### src/rtl/greedy_change_dispenser_macros.svh
// Assertion macros used by the greedy change dispenser top module.
`ifndef GREEDY_CHANGE_DISPENSER_MACROS_SVH
`define GREEDY_CHANGE_DISPENSER_MACROS_SVH

// Checks that the consequent holds in the same cycle as the antecedent.
`define GCD_ASSERT_SAME(label, ante, cons, msg) \
  label: assert property (@(posedge clk_i) disable iff (!rst_ni) (ante) |-> (cons)) \
    else $error(msg);

// Checks that the consequent holds in the cycle after the antecedent.
`define GCD_ASSERT_NEXT(label, ante, cons, msg) \
  label: assert property (@(posedge clk_i) disable iff (!rst_ni) (ante) |=> (cons)) \
    else $error(msg);

`endif

### src/rtl/gcd_pkg.sv
// Package with the widths, codes and defaults of the greedy change dispenser.
`timescale 1ns / 1ps

package gcd_pkg;

  // Default parameter values.
  localparam int unsigned MAX_DENOMS_DEF  = 16;
  localparam int unsigned AMOUNT_BITS_DEF = 20;

  // Fixed field widths.
  localparam int unsigned DENOM_W   = 20;
  localparam int unsigned AVAIL_W   = 16;
  localparam int unsigned COUNT_W   = 20;
  localparam int unsigned IDX_IN_W  = 4;
  localparam int unsigned IDX_OUT_W = 4;
  localparam int unsigned KIND_W    = 2;
  localparam int unsigned DIU_W     = 5;
  localparam int unsigned CFG_IDX_W = 1;
  localparam int unsigned CFG_DAT_W = 5;

  // Request opcodes.
  localparam logic OP_WRITE   = 1'b0;
  localparam logic OP_REQUEST = 1'b1;

  // Result kinds.
  localparam logic [KIND_W-1:0] KIND_COUNT    = 2'd0;
  localparam logic [KIND_W-1:0] KIND_NOCHANGE = 2'd1;
  localparam logic [KIND_W-1:0] KIND_DONE     = 2'd2;

  // Configuration register indexes.
  localparam logic [CFG_IDX_W-1:0] CFG_DENOMS_IN_USE = 1'b0;
  localparam logic [CFG_IDX_W-1:0] CFG_USE_LIMITS    = 1'b1;

endpackage

### src/rtl/greedy_change_dispenser.sv
// Channel   Direction  Handshake              Payload
// in        input      in_valid_i/in_stall_o  opcode, entry_index, denom_write,
//                                             avail_write, price, paid
// out       output     out_valid_o/out_stall_i kind, denom_index, denom_value,
//                                             piece_count, leftover, last
// cfg       input      cfg_we_i               cfg_idx_i, cfg_wdata_i
//
// A table write leaves the block idle, so it is ready again at once.
// A request with no change due goes straight to the output handshake.
// Each table entry in use costs a read, a load, a bit-serial divide of
// min(AMOUNT_BITS, 20) bits and a check, plus a pass through the serial
// multiplier when a count is capped and an emit for each result sent.
// Reset clears control and configuration; the tables are undefined until
// written and get no clearing pass. A stalled result holds the block.
`timescale 1ns / 1ps

`include "greedy_change_dispenser_macros.svh"

module greedy_change_dispenser import gcd_pkg::*; #(
  parameter int unsigned MAX_DENOMS  = MAX_DENOMS_DEF,
  parameter int unsigned AMOUNT_BITS = AMOUNT_BITS_DEF
) (
  input  logic                 clk_i,
  input  logic                 rst_ni,
  // Configuration writes.
  input  logic                 cfg_we_i,
  input  logic [CFG_IDX_W-1:0] cfg_idx_i,
  input  logic [CFG_DAT_W-1:0] cfg_wdata_i,
  // Request channel.
  input  logic                 in_valid_i,
  output logic                 in_stall_o,
  input  logic                 opcode_i,
  input  logic [IDX_IN_W-1:0]  entry_index_i,
  input  logic [DENOM_W-1:0]   denom_write_i,
  input  logic [AVAIL_W-1:0]   avail_write_i,
  input  logic [DENOM_W-1:0]   price_i,
  input  logic [DENOM_W-1:0]   paid_i,
  // Result channel.
  output logic                 out_valid_o,
  input  logic                 out_stall_i,
  output logic [KIND_W-1:0]    kind_o,
  output logic [IDX_OUT_W-1:0] denom_index_o,
  output logic [DENOM_W-1:0]   denom_value_o,
  output logic [COUNT_W-1:0]   piece_count_o,
  output logic [COUNT_W-1:0]   leftover_o,
  output logic                 last_o
);

  localparam int unsigned RemW = (AMOUNT_BITS < DENOM_W) ? AMOUNT_BITS : DENOM_W;
  localparam int unsigned IdxW = (MAX_DENOMS > 1) ? $clog2(MAX_DENOMS) : 1;
  localparam int unsigned CntW = $clog2(MAX_DENOMS + 1);

  typedef enum logic [2:0] {
    S_IDLE,
    S_READ,
    S_LOAD,
    S_DIV,
    S_CAP,
    S_MUL,
    S_EMIT
  } state_e;

  state_e state_q;

  // Configuration registers.
  logic [DIU_W-1:0] diu_q;
  logic             use_limits_q;

  // Sequencer registers.
  logic [CntW-1:0] j_q;
  logic [CntW-1:0] n_q;
  logic [RemW-1:0] rem_q;

  // Output register.
  logic                 out_valid_q;
  logic [KIND_W-1:0]    kind_q;
  logic [IDX_OUT_W-1:0] idx_q;
  logic [DENOM_W-1:0]   value_q;
  logic [COUNT_W-1:0]   count_q;
  logic [COUNT_W-1:0]   left_q;
  logic                 last_q;

  // Table memory and its registered read data.
  logic [DENOM_W-1:0] denom_mem [MAX_DENOMS];
  logic [AVAIL_W-1:0] avail_mem [MAX_DENOMS];
  logic [DENOM_W-1:0] rd_denom_q;
  logic [AVAIL_W-1:0] rd_avail_q;

  logic            in_acc;
  logic            mem_we;
  logic            mem_re;
  logic [RemW-1:0] price_m, paid_m;
  logic [CntW-1:0] n_eff;
  logic            div_start, div_done;
  logic [RemW-1:0] quot, remd;
  logic            mul_start, mul_done;
  logic [RemW-1:0] prod;
  logic            cap;
  logic            fin_en;
  logic [RemW-1:0] fin_cnt, fin_rem;

  assign in_stall_o = (state_q != S_IDLE);
  assign in_acc     = in_valid_i && !in_stall_o;
  assign mem_we     = in_acc && (opcode_i == OP_WRITE) &&
                      (32'(entry_index_i) < MAX_DENOMS);
  assign mem_re     = (state_q == S_READ) && (j_q < n_q);

  // Amounts are kept in RemW bits; the table size limits the entries in use.
  assign price_m = price_i[RemW-1:0];
  assign paid_m  = paid_i[RemW-1:0];
  assign n_eff   = (32'(diu_q) > MAX_DENOMS) ? CntW'(MAX_DENOMS) : CntW'(diu_q);

  // Configuration register writes.
  always_ff @(posedge clk_i or negedge rst_ni) begin
    if (!rst_ni) begin
      diu_q        <= '0;
      use_limits_q <= 1'b0;
    end else if (cfg_we_i) begin
      unique case (cfg_idx_i)
        CFG_DENOMS_IN_USE: diu_q        <= cfg_wdata_i[DIU_W-1:0];
        CFG_USE_LIMITS:    use_limits_q <= cfg_wdata_i[0];
        default:           ;
      endcase
    end
  end

  // Table memory: written by table items, read one entry per denomination.
  always_ff @(posedge clk_i) begin
    if (mem_we) begin
      denom_mem[IdxW'(entry_index_i)] <= denom_write_i;
      avail_mem[IdxW'(entry_index_i)] <= avail_write_i;
    end
    if (mem_re) begin
      rd_denom_q <= denom_mem[j_q[IdxW-1:0]];
      rd_avail_q <= avail_mem[j_q[IdxW-1:0]];
    end
  end

  // Serial arithmetic units.
  assign div_start = (state_q == S_LOAD) && (rd_denom_q != '0);
  assign cap       = use_limits_q && (32'(quot) > 32'(rd_avail_q));
  assign mul_start = (state_q == S_CAP) && cap;

  gcd_divider #(
    .RemW (RemW)
  ) u_divider (
    .clk_i       (clk_i),
    .rst_ni      (rst_ni),
    .start_i     (div_start),
    .dividend_i  (rem_q),
    .divisor_i   (rd_denom_q),
    .done_o      (div_done),
    .quotient_o  (quot),
    .remainder_o (remd)
  );

  gcd_multiplier #(
    .RemW (RemW)
  ) u_multiplier (
    .clk_i          (clk_i),
    .rst_ni         (rst_ni),
    .start_i        (mul_start),
    .multiplier_i   (rd_avail_q),
    .multiplicand_i (rd_denom_q[RemW-1:0]),
    .done_o         (mul_done),
    .product_o      (prod)
  );

  // Count and new remainder of the current denomination.
  always_comb begin
    fin_en  = ((state_q == S_CAP) && !cap) || ((state_q == S_MUL) && mul_done);
    fin_cnt = quot;
    fin_rem = remd;
    if (state_q == S_MUL) begin
      fin_cnt = RemW'(rd_avail_q);
      fin_rem = rem_q - prod;
    end
  end

  // Sequencer and output register.
  always_ff @(posedge clk_i or negedge rst_ni) begin
    if (!rst_ni) begin
      state_q     <= S_IDLE;
      out_valid_q <= 1'b0;
      j_q         <= '0;
      n_q         <= '0;
      rem_q       <= '0;
      kind_q      <= KIND_COUNT;
      idx_q       <= '0;
      value_q     <= '0;
      count_q     <= '0;
      left_q      <= '0;
      last_q      <= 1'b0;
    end else begin
      unique case (state_q)
        S_IDLE: begin
          if (in_acc && (opcode_i == OP_REQUEST)) begin
            if (paid_m <= price_m) begin
              out_valid_q <= 1'b1;
              kind_q      <= KIND_NOCHANGE;
              idx_q       <= '0;
              value_q     <= '0;
              count_q     <= '0;
              left_q      <= '0;
              last_q      <= 1'b1;
              state_q     <= S_EMIT;
            end else begin
              rem_q   <= paid_m - price_m;
              n_q     <= n_eff;
              j_q     <= '0;
              state_q <= S_READ;
            end
          end
        end
        S_READ: begin
          if (j_q < n_q) begin
            state_q <= S_LOAD;
          end else begin
            out_valid_q <= 1'b1;
            kind_q      <= KIND_DONE;
            idx_q       <= '0;
            value_q     <= '0;
            count_q     <= '0;
            left_q      <= COUNT_W'(rem_q);
            last_q      <= 1'b1;
            state_q     <= S_EMIT;
          end
        end
        S_LOAD: begin
          // A zero denomination gives nothing and keeps the remainder.
          if (rd_denom_q == '0) begin
            j_q     <= j_q + 1'b1;
            state_q <= S_READ;
          end else begin
            state_q <= S_DIV;
          end
        end
        S_DIV: begin
          if (div_done) begin
            state_q <= S_CAP;
          end
        end
        S_CAP, S_MUL: begin
          if (state_q == S_CAP && cap) begin
            state_q <= S_MUL;
          end else if (fin_en) begin
            rem_q <= fin_rem;
            if (fin_cnt != '0) begin
              out_valid_q <= 1'b1;
              kind_q      <= KIND_COUNT;
              idx_q       <= IDX_OUT_W'(j_q);
              value_q     <= rd_denom_q;
              count_q     <= COUNT_W'(fin_cnt);
              left_q      <= '0;
              last_q      <= 1'b0;
              state_q     <= S_EMIT;
            end else begin
              j_q     <= j_q + 1'b1;
              state_q <= S_READ;
            end
          end
        end
        S_EMIT: begin
          if (!out_stall_i) begin
            out_valid_q <= 1'b0;
            if (last_q) begin
              state_q <= S_IDLE;
            end else begin
              j_q     <= j_q + 1'b1;
              state_q <= S_READ;
            end
          end
        end
        default: state_q <= S_IDLE;
      endcase
    end
  end

  assign out_valid_o   = out_valid_q;
  assign kind_o        = kind_q;
  assign denom_index_o = idx_q;
  assign denom_value_o = value_q;
  assign piece_count_o = count_q;
  assign leftover_o    = left_q;
  assign last_o        = last_q;

  // A change request keeps the block busy in the following cycle.
  `GCD_ASSERT_NEXT(a_req_busy, in_acc && (opcode_i == OP_REQUEST), in_stall_o, "request not held")
  // The final result of a request is a summary, never a count.
  `GCD_ASSERT_SAME(a_last_kind, out_valid_o && last_o, kind_o != KIND_COUNT, "last on count")
  // Results before the final one are counts.
  `GCD_ASSERT_SAME(a_mid_kind, out_valid_o && !last_o, kind_o == KIND_COUNT, "summary not last")
  // A count result always gives at least one piece.
  `GCD_ASSERT_SAME(a_cnt_nz, out_valid_o && (kind_o == KIND_COUNT), piece_count_o != '0, "zero count")
  // The multiplier runs only when counts are capped.
  `GCD_ASSERT_SAME(a_mul_lim, state_q == S_MUL, use_limits_q, "multiply without limits")

endmodule

### src/rtl/gcd_divider.sv
// Bit-serial restoring divider: one quotient bit per cycle.
`timescale 1ns / 1ps

module gcd_divider import gcd_pkg::*; #(
  parameter int unsigned RemW = AMOUNT_BITS_DEF
) (
  input  logic               clk_i,
  input  logic               rst_ni,
  input  logic               start_i,
  input  logic [RemW-1:0]    dividend_i,
  input  logic [DENOM_W-1:0] divisor_i,
  output logic               done_o,
  output logic [RemW-1:0]    quotient_o,
  output logic [RemW-1:0]    remainder_o
);

  localparam int unsigned CntW = $clog2(RemW + 1);

  logic            busy_q;
  logic            done_q;
  logic [CntW-1:0] cnt_q;
  logic [RemW-1:0] dvd_q, dvd_d;
  logic [DENOM_W-1:0] part_q, part_d;
  logic [DENOM_W-1:0] dsr_q;
  logic [DENOM_W:0]   trial;
  logic [DENOM_W:0]   diff;

  // One restoring step: bring in the next dividend bit and try a subtract.
  always_comb begin
    trial = {part_q, dvd_q[RemW-1]};
    diff  = trial - {1'b0, dsr_q};
    if (trial >= {1'b0, dsr_q}) begin
      part_d = diff[DENOM_W-1:0];
      dvd_d  = {dvd_q[RemW-2:0], 1'b1};
    end else begin
      part_d = trial[DENOM_W-1:0];
      dvd_d  = {dvd_q[RemW-2:0], 1'b0};
    end
  end

  // Control: step counter and completion pulse.
  always_ff @(posedge clk_i or negedge rst_ni) begin
    if (!rst_ni) begin
      busy_q <= 1'b0;
      done_q <= 1'b0;
      cnt_q  <= '0;
    end else begin
      done_q <= 1'b0;
      if (start_i && !busy_q) begin
        busy_q <= 1'b1;
        cnt_q  <= CntW'(RemW);
      end else if (busy_q) begin
        cnt_q <= cnt_q - 1'b1;
        if (cnt_q == CntW'(1)) begin
          busy_q <= 1'b0;
          done_q <= 1'b1;
        end
      end
    end
  end

  // Datapath: the dividend register fills up with quotient bits.
  always_ff @(posedge clk_i) begin
    if (start_i && !busy_q) begin
      dvd_q  <= dividend_i;
      dsr_q  <= divisor_i;
      part_q <= '0;
    end else if (busy_q) begin
      dvd_q  <= dvd_d;
      part_q <= part_d;
    end
  end

  assign done_o      = done_q;
  assign quotient_o  = dvd_q;
  assign remainder_o = part_q[RemW-1:0];

endmodule

### src/rtl/gcd_multiplier.sv
// Bit-serial shift-add multiplier of an availability by a denomination.
`timescale 1ns / 1ps

module gcd_multiplier import gcd_pkg::*; #(
  parameter int unsigned RemW = AMOUNT_BITS_DEF
) (
  input  logic               clk_i,
  input  logic               rst_ni,
  input  logic               start_i,
  input  logic [AVAIL_W-1:0] multiplier_i,
  input  logic [RemW-1:0]    multiplicand_i,
  output logic               done_o,
  output logic [RemW-1:0]    product_o
);

  localparam int unsigned CntW = $clog2(AVAIL_W + 1);

  logic               busy_q;
  logic               done_q;
  logic [CntW-1:0]    cnt_q;
  logic [AVAIL_W-1:0] mlr_q;
  logic [RemW-1:0]    mcd_q;
  logic [RemW-1:0]    acc_q, acc_d;

  // MSB-first step: double the sum and add the multiplicand on a one bit.
  always_comb begin
    acc_d = {acc_q[RemW-2:0], 1'b0};
    if (mlr_q[AVAIL_W-1]) begin
      acc_d = acc_d + mcd_q;
    end
  end

  // Control: bit counter and completion pulse.
  always_ff @(posedge clk_i or negedge rst_ni) begin
    if (!rst_ni) begin
      busy_q <= 1'b0;
      done_q <= 1'b0;
      cnt_q  <= '0;
    end else begin
      done_q <= 1'b0;
      if (start_i && !busy_q) begin
        busy_q <= 1'b1;
        cnt_q  <= CntW'(AVAIL_W);
      end else if (busy_q) begin
        cnt_q <= cnt_q - 1'b1;
        if (cnt_q == CntW'(1)) begin
          busy_q <= 1'b0;
          done_q <= 1'b1;
        end
      end
    end
  end

  // Datapath: the multiplier shifts out one bit per cycle.
  always_ff @(posedge clk_i) begin
    if (start_i && !busy_q) begin
      mlr_q <= multiplier_i;
      mcd_q <= multiplicand_i;
      acc_q <= '0;
    end else if (busy_q) begin
      mlr_q <= {mlr_q[AVAIL_W-2:0], 1'b0};
      acc_q <= acc_d;
    end
  end

  assign done_o    = done_q;
  assign product_o = acc_q;

endmodule
### config.mk
export PLATFORM = sky130hd
export DESIGN_NAME = greedy_change_dispenser
export DESIGN_NICKNAME = d
export VERILOG_FILES = /design/src/rtl/gcd_pkg.sv /design/src/rtl/greedy_change_dispenser.sv /design/src/rtl/gcd_divider.sv /design/src/rtl/gcd_multiplier.sv
export VERILOG_INCLUDE_DIRS = /design/src /design/src/rtl
export SDC_FILE = /design/constraint.sdc
export NUM_CORES = 1
export LEC_CHECK = 0
export ABC_CLOCK_PERIOD_IN_PS = 5800
export BUFFER_PORTS_ARGS = -buffer_cell sky130_fd_sc_hd__buf_2
export CORE_MARGIN = 3
export CORE_UTILIZATION = 45
export DETAILED_ROUTE_END_ITERATION = 8
export SETUP_SLACK_MARGIN = 0.15
export SLEW_MARGIN = 0
export SYNTH_ARGS = -nofsm -noshare
export SYNTH_HDL_FRONTEND = slang
export SYNTH_SLANG_ARGS = --single-unit
### constraint.sdc
create_clock -name clk_i -period 5.8 [get_ports clk_i]
set_clock_uncertainty 0.05 [all_clocks]
set_input_delay 0.29 -clock clk_i [delete_from_list [all_inputs] [get_ports clk_i]]
set_output_delay 0.29 -clock clk_i [all_outputs]
set_load 0.02 [all_outputs]
After elaboration in Yosys (flattened, before gate mapping) --
Memories as Yosys holds them, arrays and structs flattened. A register that Yosys moved wholly into a read port is not among the register bits. Index checks and enable logic that the tools add are counted.
Word-level totals: memories 2, output and inout port bits 69, flip-flop bits (word level) 237, RAM bits 576
Cells by class: reduce and logical (&&, ||, !) cells 36, bitwise operators 3, mux-type cells 95, eq/ne operators 21, $add $sub $neg 7, magnitude comparators 5
Memories:
- denom_mem | words 16, width 20, rd ports 1, clocked after Yosys merged registers in 1, wr ports 1, line greedy_change_dispenser.sv:84 | logic [DENOM_W-1:0] denom_mem [MAX_DENOMS];
- avail_mem | words 16, width 16, rd ports 1, clocked after Yosys merged registers in 1, wr ports 1, line greedy_change_dispenser.sv:85 | logic [AVAIL_W-1:0] avail_mem [MAX_DENOMS];
Operator list (count):
- 20-bit two-way mux | 23
- 20-bit case mux with 3 select lines | 3
- 5-bit two-way mux | 13
- 20-bit subtractor | 3
- 20-bit case mux with 2 select lines | 1
- 20-bit nonzero test | 2
- 16-bit two-way mux | 2
- 1-bit two-way mux | 26
- 3-bit two-way mux | 8
- 4-bit two-way mux | 6
- 21-bit by 20-bit >= comparator with 1-bit output | 1
- 20-bit adder | 1
- 20-bit by 16-bit greater-than comparator with 1-bit output | 1
- 20-bit less-or-equal comparator | 1
- 20-bit logical NOT | 1
- 2-bit != test, second input constant | 10
- 5-bit case mux with 4 select lines | 1
- 3-bit case mux with 6 select lines | 1
- 2-bit two-way mux | 7
- 4-bit case mux with 3 select lines | 1
- 1-bit logical AND | 11
- 5-bit by 1-bit == test with 1-bit output, second input constant | 2
- 5-bit by 1-bit subtractor with 5-bit output, second input constant | 2
- 3-bit == test, second input constant | 3
- other kinds (25) | 37

Longest topological paths before layout --
word-level depth 8, mapped depth 14

By module --
From an unflattened synthesis, not the netlist that was laid out.
Unflattened totals: cells, all modules 2448, area total of the unflattened synthesis 37415.9 um^2
By module, submodules not included:
- greedy_change_dispenser | times used 1, area each 30426.7 um^2, cells each 1802, seq. area each 21055.2 um^2
- gcd_divider | times used 1, area each 3706.1 um^2, cells each 350, seq. area each 1776.7 um^2
- gcd_multiplier | times used 1, area each 3283.1 um^2, cells each 296, seq. area each 1656.6 um^2

Least setup slack after synthesis --
No wires, ideal clock.
path kind reg-to-reg, from register state_q[2], to memory avail_mem[8][0], enable pin, setup time 0.474 ns, slack 1.301 ns, arrival 3.975 ns, period minus slack after synthesis 4.499 ns, cell stages (with the launch flop) 7, path through dfrtp_1 -> buf_2 -> nor3_1 -> inv_1 -> nor3b_1 -> nand3b_1 -> nor3_1
On the way: cells in the longest elaborated chain, start to end 6
Ends and longest elaborated chain:
- start, declared | line greedy_change_dispenser.sv:63 | state_e state_q;
- start signal, assigned | line greedy_change_dispenser.sv:183 | state_q <= S_IDLE;
- start signal, assigned | line greedy_change_dispenser.sv:206 | state_q <= S_EMIT;
- start signal, assigned | line greedy_change_dispenser.sv:211 | state_q <= S_READ;
- 3-bit nonzero test | line greedy_change_dispenser.sv:102 | assign in_stall_o = (state_q != S_IDLE);
- named net in_stall_o | line greedy_change_dispenser.sv:31 | output logic in_stall_o,
- 1-bit logical NOT | line greedy_change_dispenser.sv:103 | assign in_acc = in_valid_i && !in_stall_o;
- 1-bit logical AND | line greedy_change_dispenser.sv:103
- 1-bit logical AND | line greedy_change_dispenser.sv:104 | assign mem_we = in_acc && (opcode_i == OP_WRITE) &&
- 1-bit two-way mux | line greedy_change_dispenser.sv:129 | if (mem_we) begin
- 1-bit two-way mux (implied by the code) | line greedy_change_dispenser.sv:131 | avail_mem[IdxW'(entry_index_i)] <= avail_write_i;
- end, declared | line greedy_change_dispenser.sv:85
The timed path passes the listed nets, and every way through them passes these cells.

Worst setup path in the final report --
from register u_divider.dvd_q[15] (netlist: u_divider.quotient_o[15]), to register value_q[3] (netlist: denom_value_o[3])
On the way: cells in the longest elaborated chain, start to end 7, elaborated cells on any way between the ends 12
Ends and longest elaborated chain:
- start, declared | line gcd_divider.sv:22 | logic [RemW-1:0] dvd_q, dvd_d;
- start signal, assigned | line gcd_divider.sv:65 | dvd_q <= dividend_i;
- start signal, assigned | line gcd_divider.sv:69 | dvd_q <= dvd_d;
- 20-bit by 16-bit greater-than comparator with 1-bit output | line greedy_change_dispenser.sv:141 | assign cap = use_limits_q && (32'(quot) > 32'(rd_avail_q));
- 1-bit logical AND | line greedy_change_dispenser.sv:141
- 1-bit logical NOT | line greedy_change_dispenser.sv:171 | fin_en = ((state_q == S_CAP) && !cap) || ((state_q == S_MUL) && mul_done);
- 1-bit logical AND | line greedy_change_dispenser.sv:171
- 1-bit logical OR | line greedy_change_dispenser.sv:171
- 2-bit != test (no line)
- 7-bit AND reduction (no line) (*)
- end signal, assigned | line greedy_change_dispenser.sv:252 | value_q <= rd_denom_q;
- end, declared | line greedy_change_dispenser.sv:78 | logic [DENOM_W-1:0] value_q;
Every way passes the cells marked *; elsewhere a longest branch is shown, timed or not. A chain may end at the register's enable or synchronous reset.

==> impl_metrics.tcl <==
set metrics [dict create \
    timing.critical_path.from_type "flip-flop" \
    initial_utilization 0.458 \
    drt-total-wl_um 90100 \
    floorplan.io_pins 161 \
    power.density_cell_area_nw_per_um2 501 \
    final_max_slew_viol_count 0 \
    final_antenna_net_count 0 \
    place.port_buffers 160 \
    numCtsBuffers 92 \
    leakage_uw 0.0156 \
    ys_seq_area_frac 0.659 \
    ys_types 81 \
    final.min_clock_period_ns 4.36 \
    synthArstFlopShare 0.143 \
    die-area_sq_um 86100 \
    yosys.area_share.adder 0.0365 \
    synth_warnings 0 \
    worst_path_max_delay_cell "sky130_fd_sc_hd__o21bai_2" \
    worst_ep_arrival_time_ns 4.79 \
    muxShareOfSynthArea 0.130 \
    clk-insertion-delay-late_ns 0.65 \
    clk_pin_slew_worst_paths_ns 0.06 \
    cts.path.max_buffers 3 \
    first_pass_grt_wire_length_um 137000 \
    place_worst_setup_slack_ns 1.46 \
    area_fraction_in_compound_gates_after_synthesis 0.0726 \
    cp_num_buf_inv 1 \
    antenna_found_initial 12 \
    cts_max_level 3 \
    cts_setup_buffers 0 \
    uppermost_layer_routed "met5" \
    setup_violations 0 \
    total_nets_final 2858 \
    syn_inst 2435 \
    fin_hold_ws_ns 0.103 \
    detail_route.wirelength.met1_um 39800 \
    weighted_congestion_at_the_end_of_routability_driven_global_placement 0.859 \
    die_x_um 293 \
    cp-end-kind "flip-flop" \
    worst_r2r_endpoint "denom_value_o[3]" \
    hold_path_class "input pin to flip-flop" \
    cts_tree "built" \
    reg2regPathDepth 11 \
    routedWlPerCell_um 23.7 \
    worst_r2r_startpoint "u_divider.quotient_o[15]" \
    cts.root.buffer_cell "sky130_fd_sc_hd__clkbuf_16" \
    max_slew.worst_pin.slew_ns 1.24 \
    timing.critical_path.cells "ha_1 -> and4_1 -> nor3b_1 -> a22oi_1 -> nand4b_1 -> o21bai_2 -> and2_1 -> nand3_4 -> buf_4 -> nand2_1 -> o21ai_0" \
    post-route-drc-count 0 \
    design_power_total_uw 21400 \
    chipHeight_um 293 \
    clock_sinks 849 \
    core_sq_um 81200 \
    critical-path-max-stage-delay_ns 0.97 \
    syn-num-nets 2633 \
    synth_xor_area_frac 0.0148 \
    upper_clock_frequency_limit_mhz 229 \
    max-cap-violations 0 \
    detailroute.via_count 21600 \
    area_growth_syn_to_layout_pct 14.9 \
    post-place-cells 3582 \
    dr_wl_met3_um 5080 \
    syn_area_sq_um 37200 \
    global_route.usage.total 0.209 \
    unrepaired_setup_endpoints_after_global_routing "no" \
    fin_setup_tns_ns 0 \
    register_bit_total_from_synthesis 849 \
    worst-r2r-setup-slack_ns 1.44 \
    holdCritStartpoint "entry_index_i[0]" \
    synth_ff_type "sky130_fd_sc_hd__edfxtp_1" \
    hold_violations 0 \
    layoutNonFillerInstCount 3800 \
    vias_per_cell 5.69 \
    drt_first_iter_violations 1938 \
    dominant_combinational_cell_family_by_area_after_synthesis "multiplexers" \
    postSynthAreaPerCell_sq_um 15.3 \
    pin_count_of_the_biggest_net_entering_global_routing 145 \
    wl_met2_um 43300 \
    layout_worst_path_cycle_share 0.751 \
    timing.hold.worst_endpoint "denom_mem[0][19]" \
    crit_family "simple AND/OR/NAND/NOR gates" \
    globalRoute.totalOverflow 0 \
    slew_headroom 0.174 \
    floorplan.rows 104 \
    grt_pass1_vias 21600 \
    yosys.area_share.simple 0.0638 \
    dp_hpwl_um 57900 \
    drt_pass1_iterations 6 \
    path_max_fanout 89 \
    path_class "flip-flop to flip-flop" \
    vdd_ir_drop_max_uv 279 \
    worst-endpoint-required_ns 6.24 \
    status "finished clean" \
    post_route_cells_drive_above_1_share 0.216 \
    hold_depth 2 \
    worst_slack_ns 1.44 \
    count_of_flip_flops_with_a_built_in_enable_after_synthesis 688 \
]
-- layer usage --
layer  vias up  global-route usage
met5         -                   0
met4         6              0.0525
met3       137              0.0339
met2       645               0.341
met1     11000               0.298
li1       9864                   -
-- synthesized netlist by cell type (all sizes together), types with 39 or more instances --
library cell	number	area share
nand3	39	0.0054
dfrtp	121	0.081
edfxtp	688	0.56
dfxtp	40	0.022
nor2	87	0.0088
clkbuf	75	0.0076
a21oi	89	0.012
a21o	44	0.0089
inv	109	0.011
nand2	277	0.028
mux4	180	0.11
o21ai	126	0.017
ha	102	0.034
-- layout by cell type (no fill, tap or decap), types with 21 or more instances in the layout --
master                          count
sky130_fd_sc_hd__xnor2_1           36
sky130_fd_sc_hd__xor2_1            27
sky130_fd_sc_hd__nand2_1          276
sky130_fd_sc_hd__clkbuf_16         94
sky130_fd_sc_hd__mux4_2           180
sky130_fd_sc_hd__buf_2            159
sky130_fd_sc_hd__nand3_1           38
sky130_fd_sc_hd__inv_1            109
sky130_fd_sc_hd__o31ai_1           28
sky130_fd_sc_hd__ha_1             102
sky130_fd_sc_hd__dlygate4sd3_1     44
sky130_fd_sc_hd__buf_4             35
sky130_fd_sc_hd__mux2i_1           36
sky130_fd_sc_hd__o21ai_0          117
sky130_fd_sc_hd__dfxtp_1           40
sky130_fd_sc_hd__mux2_2            35
sky130_fd_sc_hd__edfxtp_1         688
sky130_fd_sc_hd__nor2_1            74
sky130_fd_sc_hd__clkinv_2          21
sky130_fd_sc_hd__a21o_1            44
sky130_fd_sc_hd__a21oi_1           88
sky130_fd_sc_hd__dfrtp_1          116
sky130_fd_sc_hd__clkinv_1          23
-- worst register-to-register path, stage by stage, from the launching register on --
cell and delay (ns):
sky130_fd_sc_hd__edfxtp_1 0.44, sky130_fd_sc_hd__ha_1 0.31, sky130_fd_sc_hd__and4_1 0.22, sky130_fd_sc_hd__nor3b_1 0.15, sky130_fd_sc_hd__a22oi_1 0.17, sky130_fd_sc_hd__nand4b_1 0.15
sky130_fd_sc_hd__o21bai_2 0.97, sky130_fd_sc_hd__and2_1 0.32, sky130_fd_sc_hd__nand3_4 0.64, sky130_fd_sc_hd__buf_4 0.55, sky130_fd_sc_hd__nand2_1 0.13, sky130_fd_sc_hd__o21ai_0 0.08
-- sequential cells by signal, indices dropped and copies added (netlist names), 16 cells and up --
register,flops
rem_q,20
piece_count_o,20
u_divider.remainder_o,20
rd_avail_q,16
u_multiplier.product_o,20
denom_value_o,20
rd_denom_q,20
avail_mem,256
leftover_o,20
u_divider.quotient_o,20
u_multiplier.mlr_q,16
u_multiplier.mcd_q,20
u_divider.dsr_q,20
denom_mem,320
-- cell type report --
class	instances	area (sq um)
repair buffers	242	1570
diodes	4	10.0
clock inverters	59	542
clock buffers	111	2430
inverters	111	417
flip-flops and latches	849	24500
well taps	1060	1330
multi-input cells	1364	11900
fillers	6654	38500
-- kinds of logic after synthesis --
| kind of cell | count (synthesis) |
|---|---|
| AO/OA/AOI/OAI | 414 |
| XOR/XNOR | 63 |
| adder cells (fa/ha/maj) | 106 |
| buffers and inverters | 222 |
| flip-flops | 849 |
| multiplexers | 252 |
| AND/OR/NAND/NOR | 529 |
-- metrics by stage --
stage,instance area (sq um),utilization
floorplan,37200,-
global placement,39300,0.484
detailed placement,39300,0.484
CTS,42700,0.526
global route,42700,0.526
finish,42700,0.526
-- where the power goes --
part	leakage, uW	internal, uW	switching, uW
Sequential	0.00813	7500	896
Clock	0.00145	3270	2410
Combinational	0.00599	3140	4170
-- worst max path at each step --
stage,startpoint,endpoint,slack (ns),cells after the start
after floorplan,state_q[2],avail_mem[8][0],1.30,6
after global placement,rd_avail_q[15],denom_value_o[16],1.59,12
after detailed placement,rd_avail_q[15],denom_value_o[16],1.46,12
after CTS,rd_avail_q[15],denom_value_o[3],1.43,12
after global routing,rd_avail_q[15],denom_value_o[10],1.05,12
final,u_divider.quotient_o[15],denom_value_o[3],1.44,11
-- what timing repair did --
action | in CTS | in global routing
endpoints found under the hold margin | 666 | 0
hold buffers | 44 | 0
gates resized for setup | 0 | 0
(Power assumes the default switching activity.)
